==> src/rtl/core/pms_pkg.sv <==
// shared types and constants for the prefix match suggester
package pms_pkg;

  localparam int MODE_W  = 1;
  localparam int IDX_W   = 5;
  localparam int CPOS_W  = 5;
  localparam int CHAR_W  = 8;
  localparam int LEN_W   = 6;
  localparam int CMP_W   = 7;

  localparam logic [MODE_W-1:0] MODE_LOAD = 1'b0;
  localparam logic [MODE_W-1:0] MODE_KEY  = 1'b1;

  localparam logic [CHAR_W-1:0] ENTER_CODE = 8'd13;
  localparam logic [CHAR_W-1:0] NUL_CHAR   = 8'd0;

  localparam logic [LEN_W-1:0] COUNT_MAX   = 6'd63;
  // slot number of the final result a keystroke may deliver
  localparam logic [LEN_W-1:0] RESULT_LAST = 6'd31;

  typedef enum logic [1:0] {
    ST_CLEAR,
    ST_IDLE,
    ST_SCAN,
    ST_EMIT
  } state_t;

  typedef struct packed {
    logic [IDX_W-1:0] match_index;
    logic             found;
    logic             last;
    logic [LEN_W-1:0] prefix_length;
  } result_t;

endpackage

==> src/rtl/core/pms_out.sv <==
// output register stage for results
module pms_out (
  input  logic                        clk,
  input  logic                        rst,
  input  logic                        push,
  input  pms_pkg::result_t            res,
  output logic                        out_free,
  output logic                        result_valid,
  input  logic                        result_ready,
  output logic [pms_pkg::IDX_W-1:0]   match_index,
  output logic                        found,
  output logic                        last,
  output logic [pms_pkg::LEN_W-1:0]   prefix_length
);

  pms_pkg::result_t held;

  assign out_free = !result_valid || result_ready;

  always_ff @(posedge clk) begin
    if (rst) begin
      result_valid <= 1'b0;
    end else if (out_free) begin
      result_valid <= push;
    end
  end

  always_ff @(posedge clk) begin
    if (out_free && push) begin
      held <= res;
    end
  end

  assign match_index   = held.match_index;
  assign found         = held.found;
  assign last          = held.last;
  assign prefix_length = held.prefix_length;

endmodule

==> config.mk <==
export PLATFORM = sky130hd
export DESIGN_NAME = pms_out
export DESIGN_NICKNAME = d
export VERILOG_FILES = /design/src/rtl/core/pms_pkg.sv /design/src/rtl/core/pms_out.sv
export SDC_FILE = /design/constraint.sdc
export NUM_CORES = 1
export LEC_CHECK = 0
export BUFFER_PORTS_ARGS = -buffer_cell sky130_fd_sc_hd__buf_2
export CAP_MARGIN = 20
export CORE_AREA = 8 8 45 47
export CTS_CLUSTER_DIAMETER = 120
export DETAILED_ROUTE_END_ITERATION = 10
export DIE_AREA = 0 0 53 55
export GPL_ROUTABILITY_DRIVEN = 0
export PLACE_DENSITY = 0.79
export SLEW_MARGIN = 20
export SYNTH_ARGS = -nofsm -noshare
export SYNTH_HDL_FRONTEND = slang
export SYNTH_SLANG_ARGS = --single-unit
export TNS_END_PERCENT = 20
==> constraint.sdc <==
create_clock -name clk -period 1.3 [get_ports clk]
set_clock_uncertainty 0.1 [all_clocks]
set_input_delay 0.325 -clock clk [delete_from_list [all_inputs] [get_ports clk]]
set_output_delay 0.325 -clock clk [all_outputs]
set_load 0.01 [all_outputs]
## After elaboration in Yosys (flattened, before gate mapping)

Cells that the tools add are included.

- Reductions and logical operators: 3

Operators with widths:

| kind | count |
|---|---|
| 1-bit logical AND | 1 |
| 1-bit zero test | 1 |
| 1-bit logical OR | 1 |

- Flip-flop bits (word level): 14
- Bits of input ports: 17
- Output and inout port bits: 15
- Logic and storage cells: 8

## Depth between registers and ports, before layout

- Depth after elaboration: 3
- Gate-level depth with buffers: 2
- Depth with buffers taken out: 2

## Least setup slack after synthesis

Ideal clock, no wire load.

- Kind: input -> register
- From: input port result_ready
- To: register held, in the netlist found, enable pin
- Setup time: 0.308 ns
- Arrival: 0.673 ns
- Required time: 0.892 ns
- Path slack: 0.219 ns
- Cell stages on the path: 2
- Buffers on the path: 0
- Path through: nand2b_4 > and2_4

- Longest elaborated chain between the ends: 2

Ends and longest elaborated chain:

| element | line | source |
|---|---|---|
| start: declaration | pms_out.sv:9 | `input logic result_ready,` |
| 1-bit logical OR | pms_out.sv:18 | `assign out_free = !result_valid \|\| result_ready;` |
| 1-bit logical AND | pms_out.sv:29 | `if (out_free && push) begin` |
| end signal: assignment | pms_out.sv:30 | `held <= res;` |
| end: declaration | pms_out.sv:16 | `pms_pkg::result_t held;` |

No other way between the ends.
A chain may end at the register's enable or synchronous reset.

## Final worst setup path

- From: register result_valid
- To: output port out_free

- Longest elaborated chain between the ends: 2

Ends and longest elaborated chain:

| element | line | source |
|---|---|---|
| start: declaration | pms_out.sv:8 | `output logic result_valid,` |
| start signal: assignment | pms_out.sv:24 | `result_valid <= push;` |
| 1-bit zero test | pms_out.sv:18 |  |
| 1-bit logical OR | pms_out.sv:18 |  |
| end: declaration | pms_out.sv:7 | `output logic out_free,` |

No other way between the ends.

==> impl_metrics.ini <==
[power]
pwr_density_cell_nw_per_um2 = 1372
leakage_uw = 0.0002991
peakVddDrop_mv = 0.6090

[synth]
synth.avg_cell_area_um2 = 24.75
synth_cell_types = 6
syn_inst = 18
netlist_area_um2 = 445.4
ys_ff_latch = 14
yosys_warnings = 0
seq_area_frac_synth_pct = 92.13
synth_nets = 35

[floorplan]
start_util_pct = 32.19
die_height_um = 55
coreArea_um2 = 1384
die_x_um = 53
io_pins = 32
std_cell_rows = 14
design.die.area_um2 = 2915

[finish]
final_cells = 69
regArea_um2 = 411.6
stdcell_area_um2 = 664.4
fin_nets = 71
num_antenna_cells = 0
final_layout_size_suffix_gt1_share_pct = 73.58
area_growth_pct = 49.16
fill_cells = 111
multi_input_area_um2 = 31.28

[min_path]
hold_path_class = in2reg
min_from = rst
hold_depth = 2

[setup_path]
critPathLaunch = result_valid
worst-path-max-fanout = 3
critical_path_class = reg2out
end_kind = output port
reg2regPathDepth = 2
worstPathArrival_ns = 0.82
crit_path_start_kind = flop
regToRegStartpoint = result_valid
required_ns = 0.88

[clocking]
cts.hold.buffers_added = 0
clock_path_buffers = 2
cts_root_buffer = clkbuf_4
cts.sinks = 14
cts_buffers = 3
clk_latency_ns = 0.27
clkSlewWorstSetupHoldPaths_ns = 0.08
cts_tree = done
ctsHtreeMaxLevel = 1

[sta]
max_slew_margin_pct = 88.57
grt_setup_unrepaired = false
finalCritPeriodShare_pct = 95.77
tightest_slew_ns = 0.1715
period_needed_ns = 1.245
setup_violations = 0
slew_violations = 0
hold_violations = 0
totalNegativeSetupSlack_ns = 0
fmax_mhz = 803.2

[drt]
vias = 278
wire_per_inst_um = 13.12
wirelength_um = 905
dr.first_iter.drc_count = 5
vias_per_cell = 4.029
first_pass_iters = 3
drtAntennaViolNets = 0
drc_errors = 0

[grt]
grt_pass1_wl_um = 1228
track_usage_pct = 5.997
grt_pass1_vias = 298
grt-ovfl-total = 0
grt_max_degree = 14
antenna_found_initial = 0

[run]
cap_violations = 0

[place]
io_buffers = 31
dp.cells = 65
dpl.hpwl_um = 752.7
place_area_um2 = 620.6

[run_status]
run_status = complete, no violations
flip-flops by register name, indices dropped and copies added (netlist names):
signal	count
match_index	5
found	1
last	1
result_valid	1
prefix_length	6
where the power goes:
part	switching (uW)	internal, uW	total, uW
logic	41.9	41.8	83.7
registers	6.98	523	530
clock network	128	170	298
final cells by class:
type                       instances  share of cell area [%]
tap                               16                   3.013
timing repair buffer              31                   24.29
inverter                           1                  0.5650
sequential                        14                   61.96
clock buffer                       4                   5.461
multi-input combinational          3                   4.708
kinds of logic after synthesis:
| family | count (synthesis) | share of synthesized area, % |
|---|---|---|
| compound gates | 1 | 1.967 |
| buf+inv | 1 | 0.8419 |
| flops | 14 | 92.13 |
| simple gates | 2 | 5.056 |
cells in the mapped netlist:
library cell / number / share of area (%)
inv_1: 1 / 0.84
nand2b_4: 1 / 3.1
dfxtp_1: 1 / 4.5
and2_4: 1 / 2.0
a21oi_2: 1 / 2.0
edfxtp_1: 13 / 88
critical path, stage by stage (launching register included):
cell and delay [ns]:
dfxtp_2 0.36, nand2b_4 0.07, buf_6 0.12
cells in the final DEF (no fill, tap or decap):
master	Yosys	final
buf_2	0	30
edfxtp_1	13	13
clkbuf_4	0	3
nand2b_4	1	1
inv_1	1	1
a21oi_2	1	1
and2_4	1	1
clkbuf_8	0	1
buf_6	0	1
dfxtp_2	0	1
routing by layer:
layer / global-route usage (%) / vias to the layer above / part of all wire [%]
li1: - / 137 / -
met2: 9.180 / 19 / 48
met1: 5.087 / 120 / 32
met4: 5.172 / 0 / 0.66
met3: 4.545 / 2 / 19
met5: 0 / - / 0
timing repair:
item                       in CTS  in global routing
setup buffers                   0                  0
pin swaps                       0                  0
gates resized for setup         1                  1
setup endpoints to repair       1                  1
cloned                          0                  0
worst paths after layout:
check | endpoint | slack, ns
max | out_free | 0.05
min | result_valid | 0.09
max reg2reg | prefix_length[2] | 0.23
min reg2reg | result_valid | 0.40
through the flow:
stage               hold WS [ns]  utilization [%]  worst slack [ns]  total power (uW)
floorplan                 0.2874                -            0.2192             571.9
global placement          0.3820            44.85            0.1356             621.3
detailed placement        0.3871            44.85            0.1147             623.7
CTS                      0.08734            47.56           0.03449             917.8
global route             0.06689            48.01          0.009934             958.3
finish                   0.09117            48.01           0.05494             911.7
No activity file was read; power rests on OpenSTA's default activity.
