<file path="src/rtl/core/pms_pkg.sv">
// shared types and constants for the prefix match suggester
package pms_pkg;

  localparam int MODE_W  = 1;
  localparam int IDX_W   = 5;
  localparam int CPOS_W  = 5;
  localparam int CHAR_W  = 8;
  localparam int LEN_W   = 6;
  localparam int CMP_W   = 7;

  localparam logic [MODE_W-1:0] MODE_LOAD = 1'b0;
  localparam logic [MODE_W-1:0] MODE_KEY  = 1'b1;

  localparam logic [CHAR_W-1:0] ENTER_CODE = 8'd13;
  localparam logic [CHAR_W-1:0] NUL_CHAR   = 8'd0;

  localparam logic [LEN_W-1:0] COUNT_MAX   = 6'd63;
  // slot number of the final result a keystroke may deliver
  localparam logic [LEN_W-1:0] RESULT_LAST = 6'd31;

  typedef enum logic [1:0] {
    ST_CLEAR,
    ST_IDLE,
    ST_SCAN,
    ST_EMIT
  } state_t;

  typedef struct packed {
    logic [IDX_W-1:0] match_index;
    logic             found;
    logic             last;
    logic [LEN_W-1:0] prefix_length;
  } result_t;

endpackage

</file>
<file path="src/rtl/core/pms_ctrl.sv">
// sequencer: clearing pass, loads, keystroke scan over the store and result walk
module pms_ctrl #(
  parameter int NUM_WORDS = 32,
  parameter int WORD_LEN  = 32,
  parameter int WORD_W    = 5,
  parameter int POS_W     = 5,
  parameter int ADDR_W    = 10,
  parameter int DEPTH     = 1024
) (
  input  logic                         clk,
  input  logic                         rst,
  input  logic                         item_valid,
  output logic                         item_ready,
  input  logic [pms_pkg::MODE_W-1:0]   mode,
  input  logic [pms_pkg::IDX_W-1:0]    word_index,
  input  logic [pms_pkg::CPOS_W-1:0]   char_position,
  input  logic [pms_pkg::CHAR_W-1:0]   char_value,
  output logic                         mem_we,
  output logic [ADDR_W-1:0]            mem_waddr,
  output logic [pms_pkg::CHAR_W-1:0]   mem_wdata,
  output logic                         mem_re,
  output logic [ADDR_W-1:0]            mem_raddr,
  input  logic [pms_pkg::CHAR_W-1:0]   mem_rdata,
  input  logic                         out_free,
  output logic                         res_push,
  output pms_pkg::result_t             res
);

  pms_pkg::state_t             state, state_next;
  logic [ADDR_W-1:0]           clr_addr;
  logic [WORD_W:0]             scan_cnt;
  logic [pms_pkg::CHAR_W-1:0]  key_char;
  logic [POS_W-1:0]            pos;
  logic                        pos_ok;
  logic [pms_pkg::LEN_W-1:0]   prefix_count;
  logic [NUM_WORDS-1:0]        mask, mask_next;
  logic [NUM_WORDS-1:0]        pending, pending_clr;
  logic [pms_pkg::LEN_W-1:0]   emit_cnt;

  logic                        accept;
  logic                        is_load, is_enter, is_key;
  logic                        load_in_range;
  logic                        clr_done, scan_done;
  logic [WORD_W-1:0]           prv;
  logic                        keep;
  logic [WORD_W-1:0]           low;
  logic                        any;

  assign accept    = item_valid && item_ready;
  assign is_load   = (mode == pms_pkg::MODE_LOAD);
  assign is_enter  = !is_load && (char_value == pms_pkg::ENTER_CODE);
  assign is_key    = !is_load && !is_enter;
  assign load_in_range =
      (pms_pkg::CMP_W'(word_index) < pms_pkg::CMP_W'(NUM_WORDS)) &&
      (pms_pkg::CMP_W'(char_position) < pms_pkg::CMP_W'(WORD_LEN));
  assign clr_done  = (clr_addr == ADDR_W'(DEPTH - 1));
  assign scan_done = (scan_cnt == (WORD_W + 1)'(NUM_WORDS));

  // data on the read port belongs to the word issued in the previous cycle
  assign prv  = scan_cnt[WORD_W-1:0] - 1'b1;
  assign keep = pos_ok && (mem_rdata != pms_pkg::NUL_CHAR) && (mem_rdata == key_char);

  always_comb begin
    mask_next = mask;
    if (state == pms_pkg::ST_SCAN && scan_cnt != '0 && !keep) begin
      mask_next[prv] = 1'b0;
    end
  end

  // lowest pending word
  always_comb begin
    low = '0;
    for (int i = NUM_WORDS - 1; i >= 0; i--) begin
      if (pending[i]) begin
        low = WORD_W'(i);
      end
    end
  end

  assign any         = |pending;
  assign pending_clr = pending & ~(NUM_WORDS'(1) << low);

  always_comb begin
    state_next = state;
    unique case (state)
      pms_pkg::ST_CLEAR: begin
        if (clr_done) state_next = pms_pkg::ST_IDLE;
      end
      pms_pkg::ST_IDLE: begin
        if (accept && is_key) state_next = pms_pkg::ST_SCAN;
      end
      pms_pkg::ST_SCAN: begin
        if (scan_done) state_next = pms_pkg::ST_EMIT;
      end
      pms_pkg::ST_EMIT: begin
        if (out_free && res.last) state_next = pms_pkg::ST_IDLE;
      end
      default: state_next = pms_pkg::ST_CLEAR;
    endcase
  end

  always_comb begin
    item_ready = 1'b0;
    mem_we     = 1'b0;
    mem_waddr  = {WORD_W'(word_index), POS_W'(char_position)};
    mem_wdata  = char_value;
    mem_re     = 1'b0;
    mem_raddr  = {scan_cnt[WORD_W-1:0], pos};
    res_push   = 1'b0;
    res.match_index   = pms_pkg::IDX_W'(low);
    res.found         = 1'b1;
    res.last          = (pending_clr == '0) || (emit_cnt == pms_pkg::RESULT_LAST);
    res.prefix_length = prefix_count;
    if (!any) begin
      res.match_index = '0;
      res.found       = 1'b0;
      res.last        = 1'b1;
    end
    unique case (state)
      pms_pkg::ST_CLEAR: begin
        mem_we    = 1'b1;
        mem_waddr = clr_addr;
        mem_wdata = pms_pkg::NUL_CHAR;
      end
      pms_pkg::ST_IDLE: begin
        item_ready = 1'b1;
        mem_we     = item_valid && is_load && load_in_range;
      end
      pms_pkg::ST_SCAN: begin
        mem_re = (scan_cnt < (WORD_W + 1)'(NUM_WORDS));
      end
      pms_pkg::ST_EMIT: begin
        res_push = out_free;
      end
      default: begin
        item_ready = 1'b0;
      end
    endcase
  end

  always_ff @(posedge clk) begin
    if (rst) begin
      state        <= pms_pkg::ST_CLEAR;
      clr_addr     <= '0;
      mask         <= '1;
      prefix_count <= '0;
      scan_cnt     <= '0;
      emit_cnt     <= '0;
    end else begin
      state <= state_next;
      if (state == pms_pkg::ST_CLEAR) begin
        clr_addr <= clr_addr + 1'b1;
      end
      if (accept) begin
        if (is_key) begin
          key_char <= char_value;
          pos      <= POS_W'(prefix_count);
          pos_ok   <= (pms_pkg::CMP_W'(prefix_count) < pms_pkg::CMP_W'(WORD_LEN));
          scan_cnt <= '0;
          if (prefix_count != pms_pkg::COUNT_MAX) begin
            prefix_count <= prefix_count + 1'b1;
          end
        end else begin
          // loads and enter clear the prefix
          mask         <= '1;
          prefix_count <= '0;
        end
      end
      if (state == pms_pkg::ST_SCAN) begin
        mask     <= mask_next;
        scan_cnt <= scan_cnt + 1'b1;
        if (scan_done) begin
          pending  <= mask_next;
          emit_cnt <= '0;
        end
      end
      if (res_push) begin
        pending  <= pending_clr;
        emit_cnt <= emit_cnt + 1'b1;
      end
    end
  end

  a_no_write_in_scan: assert property (@(posedge clk) disable iff (rst)
      (state == pms_pkg::ST_SCAN || state == pms_pkg::ST_EMIT) |-> !mem_we)
    else $error("store written during a keystroke");

  a_not_found_is_last: assert property (@(posedge clk) disable iff (rst)
      (res_push && !res.found) |-> (res.last && emit_cnt == '0))
    else $error("not-found result is not the only result");

  a_last_ends_walk: assert property (@(posedge clk) disable iff (rst)
      (res_push && res.last) |=> (state == pms_pkg::ST_IDLE))
    else $error("walk continues after last result");

  a_result_limit: assert property (@(posedge clk) disable iff (rst)
      res_push |-> (emit_cnt <= pms_pkg::RESULT_LAST))
    else $error("too many results for one keystroke");

endmodule

</file>
<file path="config.mk">
export PLATFORM = sky130hd
export DESIGN_NAME = pms_ctrl
export DESIGN_NICKNAME = d
export VERILOG_FILES = /design/src/rtl/core/pms_pkg.sv /design/src/rtl/core/pms_ctrl.sv
export SDC_FILE = /design/constraint.sdc
export NUM_CORES = 1
export LEC_CHECK = 0
export BUFFER_PORTS_ARGS = -buffer_cell sky130_fd_sc_hd__buf_4
export CAP_MARGIN = 0
export CORE_ASPECT_RATIO = 2
export CORE_MARGIN = 8
export CORE_UTILIZATION = 52
export DETAILED_ROUTE_END_ITERATION = 10
export PLACE_DENSITY = 0.72
export SLEW_MARGIN = 20
export SYNTH_ARGS = -nofsm -noshare
export SYNTH_HDL_FRONTEND = slang
export SYNTH_SLANG_ARGS = --single-unit
</file>
<file path="constraint.sdc">
create_clock -name clk -period 3.55 [get_ports clk]
set_input_delay 0.355 -clock clk [delete_from_list [all_inputs] [get_ports clk]]
set_output_delay 0.355 -clock clk [all_outputs]
set_load 0.05 [all_outputs]
</file>
**Word level (Yosys, flattened, before mapping)**

Cells that the tools add are included.

- Memories: 0
- Latch bits: 0
- ROM bits: 0
- Bits in registers: 108
- Output and inout port bits: 45
- RAM bits: 0

- $mul: 0
- $lt $le $gt $ge: 4
- Eq/ne operators: 15
- Muxes and demuxes: 61
- Divide/modulo/power cells: 0
- Shifts and indexed selects: 1
- $add $sub $neg: 5
- Bitwise gates (word level): 6
- Reduce and logical (&&, ||, !) cells: 30

Operators by type and width:

| operator | number |
|---|---|
| two-way mux 32 bit | 7 |
| two-way mux 5 bit | 32 |
| AND 32 bit | 2 |
| inverter 32 bit | 2 |
| two-way mux 6 bit | 8 |
| logical NOT 32 bit | 1 |
| OR reduction 32 bit | 1 |
| << shifter 1 x 5 -> 32 bit, first input constant | 1 |
| adder 6 x 1 -> 6 bit, second input constant | 3 |
| less-than comparator 6 bit, second input constant | 2 |
| logical AND 1 bit | 11 |
| adder 10 x 1 -> 10 bit, second input constant | 1 |
| equality test 10 bit, second input constant | 1 |
| two-way mux 10 bit | 1 |
| equality test 8 x 4 -> 1 bit, second input constant | 1 |
| equality test 8 bit | 1 |
| two-way mux 2 bit | 4 |
| two-way mux 8 bit | 1 |
| != test 2 bit, second input constant | 4 |
| case mux 2 bit (4 select lines) | 1 |
| AND reduction 2 bit | 4 |
| nonzero test 2 bit | 4 |
| nonzero test 8 bit | 1 |
| two-way mux 7 bit | 1 |
| other kinds (19) | 27 |

**Depth between registers and ports, before layout**

Gate-level depths: netlist (run 1).

- Depth after elaboration: 41
- Gate-level depth with buffers: 14
- Gate-level depth less buffers: 12

**Least setup slack after synthesis (run 1)**

Ideal clock, no wire load.

- Path kind: reg-to-output
- Start: register pending[16]
- End: output port res[6] (netlist bit)
- Cell stages (with the launch flop): 11
- Data required time: 3.195 ns
- Buffers on the path: 1
- Setup slack: -0.142 ns
- Arrival: 3.337 ns
- Cell sequence: edfxtp_1 -> buf_6 -> nor3_1 -> o21ai_0 -> o21a_1 -> a211o_1 -> a21boi_1 -> nand3_1 -> o31ai_1 -> o2111ai_2 -> nand2_1

RTL lines:

| what | line | RTL |
|---|---|---|
| start, declared | pms_ctrl.sv:37 | `logic [NUM_WORDS-1:0] pending, pending_clr;` |
| start signal, assigned | pms_ctrl.sv:173 | `pending <= mask_next;` |
| start signal, assigned | pms_ctrl.sv:178 | `pending <= pending_clr;` |
| end, declared | pms_ctrl.sv:26 | `output pms_pkg::result_t res` |

==> impl_metrics.env, run 1 <==
export IMPL_regArea_um2=2623
export IMPL_setup_viol=3
export IMPL_cpMaxStageDelayCell="or4_4"
export IMPL_p_int_mw=1.990
export IMPL_postSynthCellCount=673
export IMPL_p_leak_nw=3.021
export IMPL_rows=55
export IMPL_cp_max_fo=5
export IMPL_worst_slew_pin_transition_ns=0.8010
export IMPL_ys_flop_type="dfxtp_1"
export IMPL_initial_core_util_pct=53.13
export IMPL_yosys_area_top_type_share_pct=23.04
export IMPL_drt_wl_total_um=20470
export IMPL_async_flop_share_pct=0
export IMPL_num_nets_final=862
export IMPL_layout_setup_ws_ns=-0.3156
export IMPL_drv_slew=0
export IMPL_grt_pass1_vias=6218
export IMPL_diodes=0
export IMPL_ir_drop_v=0.0005800
export IMPL_crit_arrival_ns=3.51
export IMPL_cts_sinks=108
export IMPL_post_route_min_period_ns=3.866
export IMPL_grt_pass1_wl_um=31600
export IMPL_die_area_um2=15430
export IMPL_holdWs_ns=0.1965
export IMPL_avgSynthCellArea_um2=8.909
export IMPL_drive_above_1_share_pct=29.89
export IMPL_die_x_um=91.93
export IMPL_synth_fp_nets=717
export IMPL_critPathMostFrequentCell="or4_4"
export IMPL_first_pass_iters=5
export IMPL_combPwrFrac_pct=19.5
export IMPL_sw_frac_of_total_pct=29.61
export IMPL_drc=0
export IMPL_clkPwrFrac_pct=33.3
export IMPL_finalHoldViolCount=0
export IMPL_skew_ns=0.007864
export IMPL_overflow=0
export IMPL_violations="setup timing"
export IMPL_path_class="flip-flop to output port"
export IMPL_clock_path_buffers=2
export IMPL_n_fill_cell=900
export IMPL_num_vias=5871
export IMPL_via_per_inst=6.084
export IMPL_place_congestion=0.9783
export IMPL_power_density_nw_per_um2=364.0
export IMPL_fp_dieH_um=167.9
export IMPL_drv_cap=0
export IMPL_cts_root_buffer="clkbuf_16"
export IMPL_hp_class="primary input to flip-flop"
export IMPL_ys_seq_area_share_pct=43.74
export IMPL_tritoncts="done"
export IMPL_rsz0062_at_grt="yes"
export IMPL_status="finished with violations"
export IMPL_multiInputGateArea_um2=3326
export IMPL_synthDistinctLibCells=75
export IMPL_grt_max_degree=59
export IMPL_synth_top_cells_by_area="edfxtp_1 23%, dfxtp_1 21%, o21ai_0 6.0%"
export IMPL_ios=76
export IMPL_synth_edf_count=46
export IMPL_path_cells="buf_4 -> or4_4 -> a21oi_1 -> a21boi_2 -> nand2b_4 -> or4_4 -> or3_4 -> o22a_1 -> nor3_2 -> o2111ai_2 -> nand2_2 -> buf_8"
export IMPL_postRouteAntennaNets=0
export IMPL_critPathCaptureType="output port"
export IMPL_fmax_mhz=258.7
export IMPL_design_core_area_um2=11290
export IMPL_crit_path_max_incr_delay_ns=0.48
export IMPL_startpoint_type="flip-flop"
export IMPL_antenna_found_initial=0
export IMPL_required_ns=3.19
export IMPL_power_frac_seq_pct=47.2
export IMPL_netlist_area_um2=5996
export IMPL_ys_warnings_count=0
export IMPL_io_buffers=75
export IMPL_syn2layout_area_growth_pct=29.53
export IMPL_clk_pin_slew_ns=0.08
export IMPL_clk_latency_ns=0.35
export IMPL_p_switching_uw=837.1
export IMPL_dp_hpwl_um=15930
export IMPL_drt_iter0_markers=345
export IMPL_synth_area_leader_cell="edfxtp_1"
export IMPL_drt_wirelength_per_cell_um=21.21
export IMPL_slew_headroom_pct=46.40
export IMPL_post_synth_top_count_cell="o21ai_0"
export IMPL_grt_total_usage_pct=26.29
export IMPL_synth_seq_cells=108
export IMPL_h_tree_depth=3
export IMPL_cts_buffers=9
export IMPL_yosys_top_cells_count="72 x o21ai_0, 70 x nor2_1, 62 x dfxtp_1, 56 x nand2_1, 46 x edfxtp_1"
export IMPL_period_share_pct=108.9
export IMPL_r2r_setup_slack_ns=-0.11
export IMPL_total_power_mw=2.827
==> layout by cell type (no fill, tap or decap), drive strengths merged, types with 5 or more instances in the layout <==
master / n
nand2b: 27
nor2: 70
edfxtp: 46
a31oi: 5
nand4: 11
nand2: 56
or2: 9
nor2b: 15
or4: 6
or3: 9
xnor2: 11
clkbuf: 10
mux2: 11
o22ai: 7
inv: 20
nor3: 12
nand3: 35
dfxtp: 62
buf: 170
xor2: 9
o41ai: 5
clkinv: 5
o211ai: 10
nor4: 11
o21bai: 6
ha: 13
o21ai: 72
a21oi: 25
o31ai: 16
==> sequential cells by signal (all words and copies together) (netlist names) <==
name and cells:
clr_addr 10, emit_cnt 6, key_char 8, mask 32
pending 32, pos 5, pos_ok 1, prefix_count 6
scan_cnt 6, state 2
==> power by group through the flow <==
stage                     Sequential [mW]  Combinational [mW]  Clock (mW)
after floorplan                      1.36               0.378           0
after global placement               1.36               0.530           0
after detailed placement             1.36               0.547           0
after CTS                            1.33               0.556       0.947
after global routing                 1.34               0.583       0.993
final                                1.33               0.552       0.941
==> routing by layer <==
metal	part of all wire (%)	GRT usage, %	routed length [um]	up-vias
li1	-	-	-	2765
met1	32	22.97	6633	2789
met2	55	49.56	11220	227
met3	3.9	3.786	794	90
met4	8.9	23.31	1820	0
met5	0	0	0	-
==> kinds of logic after synthesis <==
| group | count (synthesis) | share of synthesized area (%) |
|---|---|---|
| AO/OA/AOI/OAI | 186 | 20.22 |
| XOR/XNOR | 20 | 2.922 |
| adder cells (fa/ha/maj) | 14 | 2.880 |
| buffers and inverters | 56 | 4.153 |
| flip-flops | 108 | 43.74 |
| multiplexers | 13 | 2.462 |
| AND/OR/NAND/NOR | 276 | 23.62 |
==> stage by stage <==
stage | cell area [um2] | TNS (ns) | std cells | utilization [%] | setup WS (ns)
after global placement | 7208 | -0.6206 | 938 | 63.87 | -0.2703
after CTS | 7685 | -0.3781 | 963 | 68.09 | -0.2837
final | 7766 | -0.4824 | 965 | 68.81 | -0.3156
after global routing | 7766 | -0.6960 | 965 | 68.81 | -0.3859
after floorplan | 6002 | 0 | 673 | - | 0.01497
after detailed placement | 7208 | -0.6421 | 938 | 63.87 | -0.2678
==> layout make-up <==
cell class	instances	area share, %
repair buffers	170	16.63
inverters	19	0.9183
well taps	142	2.288
multi-input cells	510	42.82
clock inverters	6	0.6283
flip-flops and latches	108	33.77
clock buffers	10	2.948
==> final timing paths <==
kind,cells past startpoint,to,start
max,12,res[6],pending[11]$_DFFE_PP_
max reg2reg,13,state[0]$_SDFFE_PP0P_,pending[11]$_DFFE_PP_
min reg2reg,2,mask[17]$_SDFFE_PP1P_,mask[17]$_SDFFE_PP1P_
min,1,key_char[0]$_DFFE_PP_,char_value[0]
==> repair_timing <==
action                                  4_1_cts  5_1_grt
resized for setup                            25       13
hold buffers                                  0        0
gates cloned                                  1        0
setup buffers                                 8        3
pin swaps                                    13        1
endpoints found under the setup margin        3        3
==> critical path: cells and delay by family (launching register included) <==
| family | cells | cell delay, ns |
|---|---|---|
| buffers and inverters | 2 | 0.32 |
| DFF | 1 | 0.42 |
| and+or+nand+nor | 6 | 1.78 |
| AOI/OAI and AO/OA | 4 | 0.64 |
Power figures use the tool's default switching activity.
==> run 2, diff against run 1 <==
- ABC_AREA: unset -> 1
==> run 2 against run 1 <==
Effect of this change: the flow still finishes with violations (setup timing); die area is 0.72% higher; global-route usage is 4.6 points lower; final cell count up 8.1%; routed wire length down 19%; critical endpoint unchanged.
==> impl_metrics.env, run 2 <==
export IMPL_crit_family="simple AND/OR/NAND/NOR gates"
export IMPL_place_ws_ns=0.05419
export IMPL_critPathCaptureType="output port"
export IMPL_worst_path_buf_inv=1
export IMPL_synth_area_leader_cell="edfxtp_1"
export IMPL_drive_above_1_share_pct=17.59
export IMPL_ys_seq_area_share_pct=43.38
export IMPL_ys_warnings_count=0
export IMPL_first_pass_iters=5
export IMPL_fp_dieH_um=168.5
export IMPL_tritoncts="done"
export IMPL_drv_slew=0
export IMPL_ios=76
export IMPL_skew_ns=0.01046
export IMPL_p_leak_nw=3.061
export IMPL_postSynthCellCount=812
export IMPL_fin_setup_tns_ns=-0.3271
export IMPL_critPathMostFrequentCell="nand2_1"
export IMPL_grt_pass1_vias=5446
export IMPL_fmax_mhz=261.8
export IMPL_grt_max_degree=43
export IMPL_power_density_nw_per_um2=504.7
export IMPL_num_nets_final=937
export IMPL_synthDistinctLibCells=44
export IMPL_postRouteAntennaNets=0
export IMPL_holdBufCountCts=0
export IMPL_drv_cap=0
export IMPL_clk_pin_slew_ns=0.07
export IMPL_place_area_um2=6756
export IMPL_final_core_util_pct=62.36
export IMPL_setup_worst_path_start="pending[31]$_DFFE_PP_"
export IMPL_yosys_area_top_type_share_pct=22.85
export IMPL_h_tree_depth=3
export IMPL_synth_fp_nets=856
export IMPL_path_class="flip-flop to output port"
export IMPL_async_flop_share_pct=0
export IMPL_status="finished with violations"
export IMPL_design_core_area_um2=11560
export IMPL_crit_path_max_incr_delay_ns=0.42
export IMPL_rsz0062_at_grt="yes"
export IMPL_post_route_min_period_ns=3.819
export IMPL_grt_total_usage_pct=21.66
export IMPL_post_synth_top_count_cell="nand2_1"
export IMPL_finalHoldViolCount=0
export IMPL_ir_drop_v=0.0003530
export IMPL_required_ns=3.19
export IMPL_total_power_mw=3.639
export IMPL_synth_edf_count=46
export IMPL_ys_flop_type="dfxtp_1"
export IMPL_r2r_start="pending[31]$_DFFE_PP_"
export IMPL_clk_latency_ns=0.35
export IMPL_dp_hpwl_um=12430
export IMPL_drt_wirelength_per_cell_um=15.96
export IMPL_num_vias=5711
export IMPL_synth_top_cells_by_area="edfxtp_1 23%, dfxtp_1 21%, nand2_1 11%"
export IMPL_period_share_pct=107.6
export IMPL_yosys_top_cells_count="173 x nand2_1, 97 x inv_1, 89 x nor2_1, 86 x o21ai_0, 67 x nand3_1"
export IMPL_startpoint_type="flip-flop"
export IMPL_rows=56
export IMPL_cpMaxStageDelayCell="edfxtp_1"
export IMPL_largestRegisters="mask: 32 flops, pending: 32 flops, clr_addr: 10 flops"
export IMPL_die_x_um=92.25
export IMPL_holdWs_ns=0.1963
export IMPL_worst_slew_pin_transition_ns=0.8106
export IMPL_violations="setup timing"
export IMPL_clock_path_buffers=2
export IMPL_place_congestion=0.9640
export IMPL_synth_seq_cells=108
export IMPL_setup_viol=3
export IMPL_via_per_inst=5.476
export IMPL_avgSynthCellArea_um2=7.446
export IMPL_drc=0
export IMPL_cts_sinks=108
export IMPL_grt_pass1_wl_um=26940
export IMPL_cp_max_fo=5
export IMPL_initial_core_util_pct=52.29
export IMPL_io_buffers=75
export IMPL_crit_arrival_ns=3.46
export IMPL_drt_iter0_markers=391
export IMPL_min_delay_start="char_value[2]"
export IMPL_stdcell_area_um2=7209
export IMPL_diodes=0
export IMPL_layoutNonFillerInstCount=1043
export IMPL_place_inst=1014
export IMPL_hp_class="primary input to flip-flop"
export IMPL_cts_root_buffer="clkbuf_16"
export IMPL_layout_common_cells="172 x nand2_1, 102 x buf_4, 96 x inv_1"
export IMPL_cts_buffers=9
export IMPL_layout_commonest_cell="nand2_1"
export IMPL_drt_wl_total_um=16650
export IMPL_layout_setup_ws_ns=-0.2691
export IMPL_overflow=0
export IMPL_die_area_um2=15540
export IMPL_netlist_area_um2=6046
export IMPL_syn2layout_area_growth_pct=19.25
export IMPL_antenna_found_initial=0
export IMPL_slew_headroom_pct=45.62
## run 2: cell types whose count changed after synthesis, moves of 10 or more
cell,before,now
o211ai_1,10,0
nor2_1,70,89
mux2_2,10,0
o21ai_1,0,11
o21ai_0,72,86
nand2_1,56,173
inv_1,17,97
nand2b_1,26,0
nor2b_1,15,0
nand3_1,35,67
## run 2: routing by layer
layer  vias up  routed length [um]  global-route usage (%)
met5         -                   0                       0
met4         0                 509                   9.110
met3        30                 927                   3.638
met2       191                8263                   36.89
met1      2636                6949                   26.07
li1       2854                   -                       -
## run 2: cell families (layout without fill, tap and decap cells)
group	after synthesis	after routing	synth area share, %
buf+inv	139	225	9.106
mux	9	9	1.490
fa+ha+maj	13	13	2.690
compound gates	154	154	14.05
simple gates	380	380	27.98
flops	108	108	43.38
xor+xnor	9	9	1.304
## run 2: area by class of cell
class / instances / area [um2]
fill: 1068 / 4352
multi-input combinational: 565 / 2939
sequential: 108 / 2623
timing repair buffer: 104 / 792.0
inverter: 105 / 394.1
clock buffer: 11 / 236.5
tap: 145 / 181.4
clock inverter: 5 / 43.79
## run 2: repair_timing
action                                  4_1_cts  5_1_grt
hold endpoints to repair                      0        0
gates resized for setup                       9        9
endpoints found under the setup margin        1        4
buffers inserted                             12        5
pin swaps                                     6       11
## run 2: worst paths after layout
kind / slack, ns / to / cells past startpoint
max reg2reg: -0.04 / state[0]$_SDFFE_PP0P_ / 46
max: -0.27 / res[6] / 40
min reg2reg: 0.48 / emit_cnt[3]$_SDFFE_PP0P_ / 2
min: 0.20 / key_char[2]$_DFFE_PP_ / 1
## run 2: where the power goes
| group | leakage, nW | internal (mW) | switching, mW |
|---|---|---|---|
| combinational | 2.02 | 0.356 | 0.953 |
| clock | 0.142 | 0.519 | 0.436 |
| sequential | 0.895 | 1.34 | 0.0398 |
